===== config.mk =====
export PLATFORM = sky130hd
export DESIGN_NAME = morse_code_encoder_top
export DESIGN_NICKNAME = d
export VERILOG_FILES = /design/src/mce_pkg.sv /design/src/morse_code_encoder_top.sv
export SDC_FILE = /design/constraint.sdc
export NUM_CORES = 1
export LEC_CHECK = 0
export BUFFER_PORTS_ARGS = -buffer_cell sky130_fd_sc_hd__buf_2
export CAP_MARGIN = 20
export CORE_MARGIN = 2
export CORE_UTILIZATION = 51
export CTS_BUF_LIST = sky130_fd_sc_hd__clkbuf_4 sky130_fd_sc_hd__clkbuf_8
export DETAILED_ROUTE_END_ITERATION = 8
export PLACE_DENSITY = 0.69
export REMOVE_ABC_BUFFERS = 1
export SYNTH_ARGS = -nofsm -noshare
export SYNTH_HDL_FRONTEND = slang
export SYNTH_SLANG_ARGS = --single-unit

===== constraint.sdc =====
create_clock -name clock -period 8.3 [get_ports clock]
set_input_delay 0.83 -clock clock [delete_from_list [all_inputs] [get_ports clock]]
set_output_delay 0.83 -clock clock [all_outputs]
set_load 0.05 [all_outputs]

===== src/mce_pkg.sv =====
`timescale 1ns / 1ps
// ----------------------------------------------------------------------------
// mce_pkg: shared types and code table for the Morse encoder
// Symbol codes, the lookup entry format and the character-to-code ROM
// contents (case fold included).
// ----------------------------------------------------------------------------
package mce_pkg;

   // Result symbol codes
   localparam logic [1:0] SYM_DOT  = 2'd0;
   localparam logic [1:0] SYM_DASH = 2'd1;
   localparam logic [1:0] SYM_GAP  = 2'd2;

   // Longest dot/dash pattern and the last position of a space run
   localparam int unsigned MAX_MARKS  = 6;
   localparam logic [2:0]  SPACE_LAST = 3'd3;

   typedef enum logic [1:0] {
      KIND_MARKS,
      KIND_SPACE,
      KIND_BAD
   } kind_type;

   // Pattern: len marks, first mark in marks[5], 1 = dash
   typedef struct packed {
      logic [2:0] len;
      logic [5:0] marks;
   } code_type;

   typedef struct packed {
      kind_type kind;
      code_type code;
   } entry_type;

   // Cyrillic small letters, 0xE0..0xFF
   function automatic code_type cyr_code(input logic [4:0] idx);
      code_type c;
      unique case (idx)
         5'd0:    c = '{3'd2, 6'b010000};
         5'd1:    c = '{3'd4, 6'b100000};
         5'd2:    c = '{3'd3, 6'b011000};
         5'd3:    c = '{3'd3, 6'b110000};
         5'd4:    c = '{3'd3, 6'b100000};
         5'd5:    c = '{3'd1, 6'b000000};
         5'd6:    c = '{3'd4, 6'b000100};
         5'd7:    c = '{3'd4, 6'b110000};
         5'd8:    c = '{3'd2, 6'b000000};
         5'd9:    c = '{3'd4, 6'b011100};
         5'd10:   c = '{3'd3, 6'b101000};
         5'd11:   c = '{3'd4, 6'b010000};
         5'd12:   c = '{3'd2, 6'b110000};
         5'd13:   c = '{3'd2, 6'b100000};
         5'd14:   c = '{3'd3, 6'b111000};
         5'd15:   c = '{3'd4, 6'b011000};
         5'd16:   c = '{3'd3, 6'b010000};
         5'd17:   c = '{3'd3, 6'b000000};
         5'd18:   c = '{3'd1, 6'b100000};
         5'd19:   c = '{3'd3, 6'b001000};
         5'd20:   c = '{3'd4, 6'b001000};
         5'd21:   c = '{3'd4, 6'b000000};
         5'd22:   c = '{3'd4, 6'b101000};
         5'd23:   c = '{3'd4, 6'b111000};
         5'd24:   c = '{3'd4, 6'b111100};
         5'd25:   c = '{3'd4, 6'b110100};
         5'd26:   c = '{3'd4, 6'b100100};
         5'd27:   c = '{3'd4, 6'b101100};
         5'd28:   c = '{3'd4, 6'b100100};
         5'd29:   c = '{3'd5, 6'b001000};
         5'd30:   c = '{3'd4, 6'b001100};
         default: c = '{3'd4, 6'b010100};
      endcase
      return c;
   endfunction

   // Latin small letters a..z
   function automatic code_type lat_code(input logic [4:0] idx);
      code_type c;
      unique case (idx)
         5'd0:    c = '{3'd2, 6'b010000};
         5'd1:    c = '{3'd4, 6'b100000};
         5'd2:    c = '{3'd4, 6'b101000};
         5'd3:    c = '{3'd3, 6'b100000};
         5'd4:    c = '{3'd1, 6'b000000};
         5'd5:    c = '{3'd4, 6'b001000};
         5'd6:    c = '{3'd3, 6'b110000};
         5'd7:    c = '{3'd4, 6'b000000};
         5'd8:    c = '{3'd2, 6'b000000};
         5'd9:    c = '{3'd4, 6'b011100};
         5'd10:   c = '{3'd3, 6'b101000};
         5'd11:   c = '{3'd4, 6'b010000};
         5'd12:   c = '{3'd2, 6'b110000};
         5'd13:   c = '{3'd2, 6'b100000};
         5'd14:   c = '{3'd3, 6'b111000};
         5'd15:   c = '{3'd4, 6'b011000};
         5'd16:   c = '{3'd4, 6'b110100};
         5'd17:   c = '{3'd3, 6'b010000};
         5'd18:   c = '{3'd3, 6'b000000};
         5'd19:   c = '{3'd1, 6'b100000};
         5'd20:   c = '{3'd3, 6'b001000};
         5'd21:   c = '{3'd4, 6'b000100};
         5'd22:   c = '{3'd3, 6'b011000};
         5'd23:   c = '{3'd4, 6'b100100};
         5'd24:   c = '{3'd4, 6'b101100};
         default: c = '{3'd4, 6'b110000};
      endcase
      return c;
   endfunction

   // Digits 0..9
   function automatic code_type dig_code(input logic [3:0] idx);
      code_type c;
      unique case (idx)
         4'd0:    c = '{3'd5, 6'b111110};
         4'd1:    c = '{3'd5, 6'b011110};
         4'd2:    c = '{3'd5, 6'b001110};
         4'd3:    c = '{3'd5, 6'b000110};
         4'd4:    c = '{3'd5, 6'b000010};
         4'd5:    c = '{3'd5, 6'b000000};
         4'd6:    c = '{3'd5, 6'b100000};
         4'd7:    c = '{3'd5, 6'b110000};
         4'd8:    c = '{3'd5, 6'b111000};
         default: c = '{3'd5, 6'b111100};
      endcase
      return c;
   endfunction

   // Fold capitals to small letters
   function automatic logic [7:0] fold_case(input logic [7:0] ch);
      logic [7:0] f;
      f = ch;
      if ((ch >= 8'h41 && ch <= 8'h5A) || (ch >= 8'hC0 && ch <= 8'hDF)) begin
         f = ch + 8'h20;
      end else if (ch == 8'hA8) begin
         f = 8'hB8;
      end
      return f;
   endfunction

   // Full ROM contents: byte in, entry out
   function automatic entry_type code_lookup(input logic [7:0] ch);
      entry_type e;
      logic [7:0] f;
      logic [7:0] lat_off;
      f       = fold_case(ch);
      lat_off = f - 8'h61;
      e       = '{KIND_MARKS, '{3'd0, 6'b000000}};
      if (f == 8'h20) begin
         e.kind = KIND_SPACE;
      end else if (f >= 8'hE0) begin
         e.code = cyr_code(f[4:0]);
      end else if (f == 8'hB8) begin
         e.code = '{3'd1, 6'b000000};
      end else if (f >= 8'h61 && f <= 8'h7A) begin
         e.code = lat_code(lat_off[4:0]);
      end else if (f >= 8'h30 && f <= 8'h39) begin
         e.code = dig_code(f[3:0]);
      end else begin
         unique case (f)
            8'h2E:        e.code = '{3'd6, 6'b000000};
            8'h2C:        e.code = '{3'd6, 6'b010101};
            8'h3A:        e.code = '{3'd6, 6'b111000};
            8'h3B:        e.code = '{3'd6, 6'b101010};
            8'h28, 8'h29: e.code = '{3'd6, 6'b101101};
            8'h2D:        e.code = '{3'd6, 6'b100001};
            8'h2F:        e.code = '{3'd5, 6'b100100};
            8'h3F:        e.code = '{3'd6, 6'b001100};
            8'h21:        e.code = '{3'd6, 6'b110011};
            8'h40:        e.code = '{3'd6, 6'b011010};
            default:      e.kind = KIND_BAD;
         endcase
      end
      return e;
   endfunction

endpackage


===== src/morse_code_encoder_top.sv =====
`timescale 1ns / 1ps
// ----------------------------------------------------------------------------
// morse_code_encoder_top: Windows-1251 character to Morse symbol stream
// Each character word is looked up in a code ROM and played out as dots and
// dashes, one symbol per result word, closed by a gap marked with tlast.
// ----------------------------------------------------------------------------
//  channel  dir  tdata (low bit up)       tuser      tlast
//  req_     in   [7:0] char_code          -          -
//  rsp_     out  [1:0] symbol, [7:2] zero [0] bad    last
//
//  A character gives 1 to 7 result words, one per cycle while rsp_tready
//  is high; the output register is the bottleneck, so the sustained rate
//  is one result word per cycle with no bubble between characters.
//  A first result passes the ROM output reg, serializer load, then output reg.
//  Reset is synchronous, active high, and empties all stages.
//  rsp_tready low freezes the output; a looked-up word waits in the ROM
//  output register and req_tready drops only when that register is full.
// ----------------------------------------------------------------------------
module morse_code_encoder_top (
   input  logic       clock,
   input  logic       reset,
   input  logic       req_tvalid,
   output logic       req_tready,
   input  logic [7:0] req_tdata,   // [7:0] char_code
   output logic       rsp_tvalid,
   input  logic       rsp_tready,
   output logic [7:0] rsp_tdata,   // [1:0] symbol, [7:2] zero
   output logic       rsp_tuser,   // [0] bad_char
   output logic       rsp_tlast
);

   // ROM output register (lookup result waiting for the serializer)
   logic                hold_valid_ff, hold_valid_in;
   mce_pkg::entry_type  hold_ff;

   // Entry being played out
   logic                cur_valid_ff, cur_valid_in;
   mce_pkg::entry_type  cur_ff;
   logic [2:0]          pos_ff, pos_in;

   // Output register
   logic                rsp_valid_ff, rsp_valid_in;
   logic [1:0]          rsp_sym_ff;
   logic                rsp_bad_ff;
   logic                rsp_last_ff;

   logic                out_free;
   logic                emit;
   logic                cur_done;
   logic                hold_take;
   logic                req_acc;
   logic [1:0]          sym_val;
   logic                sym_bad;
   logic                sym_last;
   logic [2:0]          mark_idx;

   // Symbol for the current position
   assign mark_idx = 3'd5 - pos_ff;

   always_comb begin
      sym_val  = mce_pkg::SYM_DOT;
      sym_bad  = 1'b0;
      sym_last = 1'b0;
      unique case (cur_ff.kind)
         mce_pkg::KIND_MARKS: begin
            if (pos_ff < cur_ff.code.len) begin
               sym_val = cur_ff.code.marks[mark_idx] ? mce_pkg::SYM_DASH
                                                     : mce_pkg::SYM_DOT;
            end else begin
               sym_val  = mce_pkg::SYM_GAP;
               sym_last = 1'b1;
            end
         end
         mce_pkg::KIND_SPACE: begin
            sym_val  = mce_pkg::SYM_GAP;
            sym_last = (pos_ff == mce_pkg::SPACE_LAST);
         end
         default: begin
            sym_bad  = 1'b1;
            sym_last = 1'b1;
         end
      endcase
   end

   // Handshake and stage movement
   assign out_free   = !rsp_valid_ff || rsp_tready;
   assign emit       = cur_valid_ff && out_free;
   assign cur_done   = emit && sym_last;
   assign hold_take  = hold_valid_ff && (!cur_valid_ff || cur_done);
   assign req_tready = !hold_valid_ff || hold_take;
   assign req_acc    = req_tvalid && req_tready;

   always_comb begin
      hold_valid_in = req_acc ? 1'b1 : (hold_take ? 1'b0 : hold_valid_ff);
      cur_valid_in  = hold_take ? 1'b1 : (cur_done ? 1'b0 : cur_valid_ff);
      pos_in        = hold_take ? 3'd0 : (emit ? pos_ff + 3'd1 : pos_ff);
      rsp_valid_in  = emit ? 1'b1 : (out_free ? 1'b0 : rsp_valid_ff);
   end

   // Control state
   always_ff @(posedge clock) begin
      if (reset) begin
         hold_valid_ff <= 1'b0;
         cur_valid_ff  <= 1'b0;
         pos_ff        <= 3'd0;
         rsp_valid_ff  <= 1'b0;
      end else begin
         hold_valid_ff <= hold_valid_in;
         cur_valid_ff  <= cur_valid_in;
         pos_ff        <= pos_in;
         rsp_valid_ff  <= rsp_valid_in;
      end
   end

   // Code ROM read (registered) and payload stages
   always_ff @(posedge clock) begin
      if (req_acc) begin
         hold_ff <= mce_pkg::code_lookup(req_tdata);
      end
      if (hold_take) begin
         cur_ff <= hold_ff;
      end
      if (emit) begin
         rsp_sym_ff  <= sym_val;
         rsp_bad_ff  <= sym_bad;
         rsp_last_ff <= sym_last;
      end
   end

   assign rsp_tvalid = rsp_valid_ff;
   assign rsp_tdata  = {6'd0, rsp_sym_ff};
   assign rsp_tuser  = rsp_bad_ff;
   assign rsp_tlast  = rsp_last_ff;

   // Checks
   a_bad_is_single: assert property (@(posedge clock) disable iff (reset)
      rsp_tvalid && rsp_tuser |-> rsp_tlast && rsp_tdata[1:0] == mce_pkg::SYM_DOT)
      else $error("bad_char result not a lone dot word");

   a_hold_no_overrun: assert property (@(posedge clock) disable iff (reset)
      hold_valid_ff && !hold_take |-> !req_tready)
      else $error("ROM output register overwritten while full");

   a_pos_in_range: assert property (@(posedge clock) disable iff (reset)
      cur_valid_ff && cur_ff.kind == mce_pkg::KIND_MARKS |-> pos_ff <= cur_ff.code.len)
      else $error("position ran past the pattern");

   a_space_len: assert property (@(posedge clock) disable iff (reset)
      cur_valid_ff && cur_ff.kind == mce_pkg::KIND_SPACE |-> pos_ff <= mce_pkg::SPACE_LAST)
      else $error("space run too long");

   a_reset_empty: assert property (@(posedge clock)
      reset |=> !rsp_tvalid && req_tready)
      else $error("pipeline not empty after reset");

endmodule


Word level (Yosys, flattened, before mapping)
Memories as Yosys holds them, arrays and structs flattened.
Index checks and enable logic that the tools add are counted.
W data, S select, Z words.
- memories kept: 3
- register bits: 32
- word-level logic and storage cells: 99
- output and inout bits: 12
- input bits: 12
- ROM bits: 528
- memory list (name ; depth ; bits a word ; rd ports ; clocked after memory_dff ; write ports ; RTL line ; RTL):
    (no name shown) ; 32 ; 7 ; 1 ; 0 ; 0 ; mce_pkg.sv:38 ; unique case (idx)
    (no name shown) ; 32 ; 7 ; 1 ; 0 ; 0 ; mce_pkg.sv:78 ; unique case (idx)
    (no name shown) ; 16 ; 5 ; 1 ; 0 ; 0 ; mce_pkg.sv:112 ; unique case (idx)
- $lt $le $gt $ge: 11
- reductions and logical operators: 24
- muxes and demuxes: 27
- add/subtract/negate cells: 4
- equal/unequal tests: 16
- operators with widths (kind ; count):
    $pmux W9 S10 ; 1
    $eq A8 B6 Y1 const B ; 11
    $mux W9 ; 4
    $mux W8 ; 3
    $eq A8 B8 Y1 const B ; 2
    $ge A8 B7 Y1 const B ; 2
    $ge A8 B8 Y1 const B ; 2
    $le A8 B7 Y1 const B ; 2
    $mux W1 ; 14
    $reduce_or A11 Y1 ; 1
    $add A8 B6 Y8 const B ; 1
    $eq A8 B7 Y1 const B ; 1
    $ge A8 B6 Y1 const B ; 1
    $le A8 B6 Y1 const B ; 1
    $le A8 B8 Y1 const B ; 1
    $logic_and A1 B1 Y1 ; 8
    $reduce_bool A2 Y1 ; 3
    $reduce_or A2 Y1 ; 3
    $reduce_or A5 Y1 ; 1
    $sub A5 B1 Y5 const B ; 1
    $logic_or A1 B1 Y1 ; 4
    $lt A3 B4 Y1 const B ; 1
    $mux W2 ; 2
    $pmux W2 S2 ; 1
    other kinds (9) ; 11

Depth between registers and ports, before layout
Gate-level depths: netlist (run 1).
- word-level depth: 16
- gate-level depth with buffers: 14
- gate-level depth less buffers: 12

Worst setup path after synthesis (run 1)
No wires, ideal clock.
- path type: input port to flip-flop
- start: in req_tdata[0]
- end: reg hold_ff[7] (netlist bit), data pin
- path buffers: 2
- arrival time: 3468 ps
- setup time: 256 ps
- path slack: 4577 ps
- stages on the path: 14
- data required time: 8044 ps
- cell sequence: inv_1 -> ha_1 -> buf_2 -> nand4bb_1 -> o21ai_0 -> ha_1 -> nand2b_1 -> o21ai_0 -> or2_1 -> buf_2 -> o311ai_1 -> a31oi_1 -> a22o_1 -> a31o_2
- cells in the longest elaborated chain, start to end: 12
- elaborated cells on any way between the ends: 41
- those cells by class: add/sub (2); order compare (9); eq/ne (14); mux (8); reduce/logical (6); memory (2)
- ends and longest elaborated chain (what ; RTL line ; RTL):
    start, declared ; morse_code_encoder_top.sv:24 ; input logic [7:0] req_tdata,
    $ge A8 B7 Y1 (tied with other cells) ; mce_pkg.sv:131 ; if ((ch >= 8'h41 && ch <= 8'h5A) || (ch >= 8'hC0 && ch <= 8'hDF)) begin
    $logic_and A1 B1 Y1 ; mce_pkg.sv:131 ;
    $logic_or A1 B1 Y1 ; mce_pkg.sv:131 ;
    $mux W8 (*) ; mce_pkg.sv:131 ;
    $mux W8 (*) ; morse_code_encoder_top.sv:117 ; if (req_acc) begin
    parallel branches: the longest is 7 deep, another holds $mem_v2 Z32 W7 ; -- ;
    end signal, assigned ; morse_code_encoder_top.sv:118 ; hold_ff <= mce_pkg::code_lookup(req_tdata);
    end, declared ; morse_code_encoder_top.sv:34 ; mce_pkg::entry_type hold_ff;
Mark *: on every way between the ends. The select of a mux whose other input is x is not followed.
A chain may end at the register's enable or synchronous reset.

Worst setup path in the final report (run 1)
- start: in req_tdata[0]
- end: reg hold_ff[3] (netlist bit), data pin
Same word-level chain as after synthesis.

==> run metrics, run 1 <==
part of the cycle the worst path needs 0.5377; RR Startpoint pos_ff[1]; number of vias in the routed layout 2,851; Max-cap violations 0; Starting Density 0.5309; Core Area 0.005991 sq mm; Max Clock Freq 224.1 MHz; Max rail drop VDD 0.1198 mV; Setup TNS 0 ns; CTS root buf clkbuf_8; Max transition margin 0.4353; RSZ-0062 raised after global routing false; flops & latches, synth 32; Remaining DRCs 0; Die ar. 0.006884 sq mm; crit path max fanout 19; WP data arrival 4.47 ns; Routed WL 7.900 mm; number of global-route vias before repair 2,501; worst hold stages 0; Critical R2R Capture hold_ff[10]; hold_buf cts 0; YS warnings 0; Die H 82.97 um; Hold Vio Cnt, Final 0; drt pass-1 iters 5; main combinational cell family by area after synthesis compound AO/OA/AOI/OAI gates; Slew Viols, Final 0; initial antenna violation count 0; Area Overhead vs Synth 3.619%; CTS H-Tree Depth 2; Worst EP required 8.31 ns; # diodes 0; register area 900.9 sq um; CTS max path bufs 2; placed insts 431; post-synthesis simple-gate area fraction 0.2073; Syn Std Cell Area 0.003181 sq mm; Tmin final 4.463 ns; Clk pin slew, worst setup/hold paths 0.06 ns; worst hold endpoint cur_ff[7]; Post-Synth XOR/XNOR Area 0.005507; first-pass GRT wire length 12.98 mm; GRT Util Overall 0.2279; crit path kind in -> reg; total grt overflow 0; main flop type after synthesis edfxtp_1; Detailed Route Iter0 Violations 365; RD Place Congestion 0.9263; Final setup viols 0; Syn Area/Cell 8.666 sq um; FP Rows 28; worst min-delay path category reg -> reg; worst skew pair latency 0.27 ns; Top Ports 24; Yosys cell types 77; CP Capture Type register; register area share after synthesis 0.2832; slew at the pin with the worst max-slew slack 0.8470 ns; largest net degree at the start of global routing 57; fin area 0.003296 sq mm; min-delay src hold_ff[7]; Compound-Gate Fraction of Synth Area 0.2958; PostCTS Resize Cnt 0; Synth Area in Adders 0.07081; Clock Sink Count 32; asr flop ratio synth 0; Worst R2R Path Depth 7; Post-synth EDFFs 26; Cell Pwr Density 130.9 mW/mm^2; dpl hpwl 5.867 mm; multiplexer share of the synthesized area 0.05940; clock skew 0.004658 ns; non-filler cells, final 439; I/O Buffers 17; Routed wire per std cell 18.00 um; layout net count 393; Post-CTS Setup Bufs 0; die width 82.97 um; Post-Synthesis Cells 367; fillcell total 569; Placed Instance Area 0.003213 sq mm; Vias/cell 6.494; DRT antenna net count 0; CTS tree built; area of the multi-input gates 0.002054 sq mm; CTS buffer count 5; share of cells above drive strength 1 0.1538; crit start category input port; leakage power 1.195 nW; final core occ 0.5501; worst reg2reg setup slack 5.85 ns; most frequent cells in the layout nor2_1 (26), edfxtp_1 (26), o21ai_0 (23); status completed
area by class of cell:
cell class / instances / area share
clock buffer: 5 / 0.02088
tap: 75 / 0.02847
clock inverter: 3 / 0.004176
inverter: 17 / 0.01936
multi-input combinational: 288 / 0.6234
sequential: 32 / 0.2733
timing repair buffer: 19 / 0.03037
kinds of logic (layout without fill, tap and decap cells):
kind of cell,count (synthesis),in the layout
compound gates,127,127
simple gates,119,119
buf+inv,52,44
flops,32,32
fa+ha+maj,18,18
mux,16,16
xor+xnor,2,2
other cells,1,6
registers in the layout (all words and copies together), names as in the netlist:
signal,cells
rsp_tuser,1
pos_ff,3
rsp_tlast,1
rsp_sym_ff,2
cur_valid_ff,1
hold_ff,11
hold_valid_ff,1
rsp_tvalid,1
cur_ff,11
routing by layer:
metal	up-vias	routed length [um]	track usage
met3	12	540	0.02485
met5	-	0	0
li1	1378	-	-
met2	113	3692	0.3607
met4	0	116	0.05514
met1	1348	3551	0.3338
power by group:
part | leakage [nW] | total [W] | internal (W) | switching, W
Combinational | 0.848 | 0.000133 | 0.0000461 | 0.0000872
Sequential | 0.302 | 0.000190 | 0.000186 | 0.00000358
Clock | 0.0453 | 0.000108 | 0.0000567 | 0.0000517
synth_stat cells (6+ instances only):
| library cell | number | area [sq um] |
|---|---|---|
| buf_4 | 7 | 52.55 |
| nand2_1 | 22 | 82.58 |
| nand2b_1 | 10 | 62.56 |
| nor3_1 | 12 | 60.06 |
| a211oi_1 | 9 | 67.56 |
| o211ai_1 | 6 | 45.04 |
| ha_1 | 18 | 225.2 |
| inv_1 | 17 | 63.81 |
| o21ai_0 | 23 | 115.1 |
| nand3_1 | 7 | 35.03 |
| clkbuf_1 | 17 | 63.81 |
| nor2b_1 | 7 | 43.79 |
| a21oi_1 | 15 | 75.07 |
| edfxtp_1 | 26 | 780.8 |
| nor2_1 | 26 | 97.59 |
| dfxtp_1 | 6 | 120.1 |
| o22ai_1 | 7 | 43.79 |
| a31oi_1 | 12 | 75.07 |
| mux2i_1 | 11 | 110.1 |
worst max-delay path by stage:
stage | startpoint | depth (start not counted) | slack, ns | to
after CTS | req_tdata[0] | 13 | 3.92 | hold_ff[1]
after global routing | req_tdata[0] | 13 | 3.53 | hold_ff[7]
after floorplan | req_tdata[0] | 12 | 4.44 | hold_ff[7]
final | req_tdata[0] | 13 | 3.84 | hold_ff[3]
after global placement | req_tdata[0] | 13 | 3.75 | hold_ff[1]
after detailed placement | req_tdata[0] | 13 | 3.64 | hold_ff[1]
critical path: stages:
cell,delay [ns]
buf_2,0.17
inv_1,0.23
ha_1,0.66
nand4bb_1,0.25
o21ai_0,0.42
inv_1,0.14
ha_1,0.22
a211oi_1,0.41
o21ai_0,0.24
a32oi_4,0.33
o22ai_1,0.15
a211oi_1,0.30
o41ai_2,0.12
stage by stage:
step	total power [W]	setup WS [ns]	hold WS (ns)
global placement	0.0003231	3.745	0.4026
floorplan	0.0002853	4.438	0.4003
global route	0.0004528	3.534	0.4227
detailed placement	0.0003242	3.637	0.4045
finish	0.0004314	3.837	0.4176
CTS	0.0004323	3.923	0.4196
No activity file was read; power rests on OpenSTA's default activity.
==> inputs of run 2 (changes only) <==
Settings changed: PLACE_DENSITY 0.69 to 0.72.
Clock period 8.3 ns to 3.7 ns, I/O delays scaled along.
==> run metrics, run 2 (synthesized netlist as in run 1, its figures left out) <==
status completed; Detailed Route Iter0 Violations 324; critical-path cell list buf_2 -> inv_1 -> ha_1 -> nand4bb_1 -> o21ai_1 -> inv_1 -> ha_1 -> a211oi_1 -> o21ai_0 -> a32oi_4 -> nor2_2 -> or3_1 -> a211oi_2; DRT antenna net count 0; worst reg2reg setup slack 1.25 ns; most frequent cells in the layout nor2_1 (26), edfxtp_1 (26), o21ai_0 (22), nand2_1 (22), ha_1 (18); CTS buffer count 5; part of the cycle the worst path needs 0.8929; Routed WL 8.333 mm; layout net count 403; I/O Buffers 17; dpl hpwl 6.147 mm; leakage power 1.245 nW; Remaining DRCs 0; worst skew pair latency 0.29 ns; crit path kind in -> reg; die width 82.97 um; worst hold endpoint cur_valid_ff; worst min-delay path category in -> reg; fillcell total 557; RSZ-0062 raised after global routing false; Max Clock Freq 302.7 MHz; CP Capture Type register; clock skew 0.005274 ns; crit start category input port; crit path max fanout 11; slew at the pin with the worst max-slew slack 0.8789 ns; Clock Sink Count 32; Slew Viols, Final 0; RD Place Congestion 0.9322; Starting Density 0.5309; Die H 82.97 um; share of cells above drive strength 1 0.1765; CTS H-Tree Depth 2; Max transition margin 0.4140; final worst setup slack 0.3962 ns; Vias/cell 6.557; first-pass GRT wire length 13.77 mm; Cell Pwr Density 297.9 mW/mm^2; CP max stage cell or3_1; Clk pin slew, worst setup/hold paths 0.06 ns; CTS max path bufs 2; number of global-route vias before repair 2,720; min-delay src reset; largest registers cur_ff: 11 flops, hold_ff: 11 flops, pos_ff: 3 flops; Area Overhead vs Synth 6.137%; Core Area 0.005991 sq mm; drt pass-1 iters 5; Die ar. 0.006884 sq mm; Top Ports 24; Hold Vio Cnt, Final 0; # diodes 0; total grt overflow 0; Max-cap violations 0; Worst EP required 3.82 ns; Setup Slack @ Placement 0.01241 ns; FP Rows 28; Tmin final 3.304 ns; Setup TNS 0 ns; initial antenna violation count 0; Routed wire per std cell 18.56 um; WP data arrival 3.43 ns; largest net degree at the start of global routing 47; Post-CTS Setup Bufs 0; RR Startpoint pos_ff[1]; number of vias in the routed layout 2,944; Worst R2R Path Depth 7; Max rail drop VDD 0.2431 mV; GRT Util Overall 0.2433; CTS root buf clkbuf_8; worst hold stages 2; Critical R2R Capture hold_ff[8]; Final setup viols 0; max incr delay on CP 0.43 ns; CTS tree built
run 2: layout make-up:
type,count,area (sq um),area share
multi-input combinational,288,2054,0.6086
sequential,32,900.9,0.2669
timing repair buffer,29,175.2,0.05189
tap,75,93.84,0.02780
clock buffer,7,83.83,0.02483
inverter,17,63.81,0.01890
clock inverter,1,3.754,0.001112
run 2: worst max path at each step:
stage	from	end
6_report	req_tdata[1]	hold_ff[1]
5_1_grt	req_tdata[1]	hold_ff[1]
4_1_cts	req_tdata[1]	hold_ff[1]
3_5_place_dp	req_tdata[1]	hold_ff[1]
3_3_place_gp	req_tdata[1]	hold_ff[3]
2_1_floorplan	req_tdata[0]	hold_ff[7]
run 2: through the flow:
| step | area [sq um] | hold WS (ns) | cells | power [W] | util |
|---|---|---|---|---|---|
| 3_3_place_gp | 3288 | 0.4013 | 441 | 0.0007330 | 0.5489 |
| 3_5_place_dp | 3288 | 0.4045 | 441 | 0.0007371 | 0.5489 |
| 6_report | 3376 | 0.3127 | 449 | 0.001006 | 0.5635 |
| 2_1_floorplan | 3019 | 0.4003 | 337 | 0.0006399 | - |
| 5_1_grt | 3376 | 0.3237 | 449 | 0.001060 | 0.5635 |
| 4_1_cts | 3376 | 0.3129 | 449 | 0.001001 | 0.5635 |
run 2: per-layer routing:
layer  vias to the layer above  part of all wire  track usage
met5                         -                 0            0
met2                       153              0.44       0.3790
met4                         0             0.029      0.07154
met3                        25             0.087      0.04871
met1                      1369              0.44       0.3423
li1                       1397                 -            -
run 2: power breakdown:
group          leakage (nW)  switching [W]  internal, W
sequential            0.302     0.00000842     0.000417
clock                0.0467       0.000122     0.000145
combinational         0.897       0.000202     0.000110
run 2: timing repair:
item	in CTS	in global routing
endpoints found under the setup margin	0	4
hold buffers	0	0
resized for setup	0	1
run 2: worst max-delay path: cells and delay by family:
kind                     cells  cell delay [ns]
AO/OA/AOI/OAI                5             1.48
buffers and inverters        3             0.44
adder cells (fa/ha/maj)      2             0.39
AND/OR/NAND/NOR              3             0.73
==> inputs of run 3 (changes only) <==
Settings changed: ABC_AREA from default to 1, CORE_MARGIN 2 to default, PLACE_DENSITY 0.72 to 0.82.
==> run metrics, run 3 <==
final core occ 0.5704; Yosys cell types 50; Routed WL 6.533 mm; Post-synth top cells nand2_1 (75), nor2_1 (39), inv_1 (31); number of vias in the routed layout 2,679; Top Ports 24; CP Capture Type register; Clk pin slew, worst setup/hold paths 0.07 ns; Max-cap violations 0; Yosys top cell area share 0.2697; first-pass GRT wire length 11.23 mm; YS warnings 0; Vias/cell 5.737; CTS tree built; register area share after synthesis 0.3111; crit start category input port; Die H 77.35 um; initial antenna violation count 0; Tmin final 2.860 ns; Starting Density 0.5290; Post-CTS Setup Bufs 0; Detailed Route Iter0 Violations 145; Slew Viols, Final 0; crit path max fanout 9; worst min-delay path category in -> reg; Hold Vio Cnt, Final 0; dpl hpwl 5.177 mm; Flop pwr share 0.410; layout net count 424; FP Rows 27; I/O Buffers 17; CTS buffer count 5; Area Overhead vs Synth 7.822%; Syn Std Cell Area 0.002895 sq mm; commonest non-fill, non-tap cell in the layout nand2_1; switching share of power 0.3136; Clock power frac 0.320; Post-synth EDFFs 26; largest net degree at the start of global routing 20; Core Area 0.005473 sq mm; Routed wire per std cell 13.99 um; Worst EP required 3.72 ns; GRT Util Overall 0.2354; slew at the pin with the worst max-slew slack 0.8847 ns; Max Clock Freq 349.7 MHz; main flop type after synthesis edfxtp_1; # diodes 0; part of the cycle the worst path needs 0.7730; number of global-route vias before repair 2,517; worst skew pair latency 0.28 ns; synth top area cells edfxtp_1 (27%), nand2_1 (9.7%), ha_1 (7.8%); CTS H-Tree Depth 2; status completed; Max transition margin 0.4080; Remaining DRCs 0; CTS max path bufs 2; RSZ-0062 raised after global routing false; DRT antenna net count 0; most frequent cells in the layout nand2_1 (75), nor2_1 (39), inv_1 (31); Syn Area/Cell 7.639 sq um; die width 77.35 um; clock skew 0.008427 ns; largest area contributor in the netlist edfxtp_1; leakage power 1.431 nW; hold_buf cts 0; drt pass-1 iters 5; share of cells above drive strength 1 0.2051; Setup TNS 0 ns; Max rail drop VDD 0.2047 mV; Power Internal 0.0007207 W; Die ar. 0.005982 sq mm; Sw Pwr 0.0003292 W; crit path kind in -> reg; asr flop ratio synth 0; RD Place Congestion 0.9817; Final setup viols 0; flops & latches, synth 32; top-count cell post-synth nand2_1; largest registers cur_ff: 11 flops, hold_ff: 11 flops, pos_ff: 3 flops; CTS root buf clkbuf_8; Cell Pwr Density 336.3 mW/mm^2; Post-Synthesis Cells 379; PostCTS Resize Cnt 0; total grt overflow 0; WP data arrival 2.88 ns; Combinational Power Share 0.269; Clock Sink Count 32
==> run 3: changes by cell type in the layout (fill, tap and decap cells not counted), sizes merged, moves of 10 or more <==
cell,before,now
a31oi,12,0
buf,29,17
inv,17,45
mux2i,11,0
nand2,22,91
nand2b,10,0
nand3,7,27
nor2,28,50
==> run 3: kinds of logic (layout without fill, tap and decap cells) <==
| logic type | count (synthesis) | count (layout) | synth area share |
|---|---|---|---|
| buffers and inverters | 59 | 70 | 0.08902 |
| XOR/XNOR | 2 | 2 | 0.008645 |
| flip-flops | 32 | 32 | 0.3112 |
| other | 1 | 6 | 0.001295 |
| adder cells (fa/ha/maj) | 18 | 18 | 0.07779 |
| AND/OR/NAND/NOR | 191 | 191 | 0.3466 |
| AO/OA/AOI/OAI | 76 | 76 | 0.1655 |
==> run 3: final timing paths <==
path | from | end | slack [ns] | depth (start not counted)
setup / recovery | req_tdata[1] | hold_ff[5] | 0.84 | 21
hold / removal | reset | cur_valid_ff | 0.28 | 2
setup reg to reg | cur_ff[7] | pos_ff[2] | 1.22 | 14
hold reg to reg | hold_ff[10] | cur_ff[10] | 0.41 | 0
==> run 3: power by group through the flow <==
| stage | Clock, W | Sequential (W) | Combinational, W |
|---|---|---|---|
| detailed placement | 0 | 0.000439 | 0.000278 |
| global placement | 0 | 0.000437 | 0.000274 |
| global route | 0.000361 | 0.000434 | 0.000314 |
| floorplan | 0 | 0.000446 | 0.000204 |
| finish | 0.000336 | 0.000431 | 0.000283 |
| CTS | 0.000345 | 0.000431 | 0.000279 |
==> run 3: final cells by class <==
class	count	area, sq um
Fill cell	524	2351
Multi-Input combinational cell	293	1755
Sequential cell	32	900.9
Inverter	45	173.9
Tap cell	72	90.09
Timing Repair Buffer	17	85.08
Clock buffer	6	82.58
Clock inverter	2	33.78
==> run 3: per-stage QoR <==
step | worst slack, ns | instances | instance area, sq um | hold WS [ns] | total power [W]
CTS | 0.8807 | 467 | 3122 | 0.2716 | 0.001056
detailed placement | 0.5798 | 459 | 3005 | 0.4045 | 0.0007172
finish | 0.8400 | 467 | 3122 | 0.2822 | 0.001050
global route | 0.5269 | 467 | 3122 | 0.2740 | 0.001108
global placement | 0.7326 | 459 | 3005 | 0.4010 | 0.0007113
floorplan | 1.107 | 370 | 2830 | 0.4003 | 0.0006499
==> run 3: critical path: stages <==
cell and delay, ns:
buf_2 0.14, inv_1 0.13, ha_1 0.29, inv_2 0.16, nor2_4 0.17, nand3b_2 0.13
nand2_1 0.22, ha_1 0.19, inv_1 0.05, o21ai_2 0.16, inv_1 0.08, nand2_1 0.09
nand2_2 0.13, nand2_1 0.09, nand3_1 0.07, nand2_1 0.08, nand3_1 0.10, nand2_1 0.08
nor2_1 0.04, nand2_1 0.06, a21oi_1 0.05
==> run 3: metal layers <==
metal / routed length (um) / global-route usage / part of all wire / vias up
li1: - / - / - / 1315
met1: 2567 / 0.2716 / 0.39 / 1200
met2: 3119 / 0.3982 / 0.48 / 127
met3: 494 / 0.04824 / 0.076 / 37
met4: 353 / 0.1453 / 0.054 / 0
met5: 0 / 0 / 0 / -
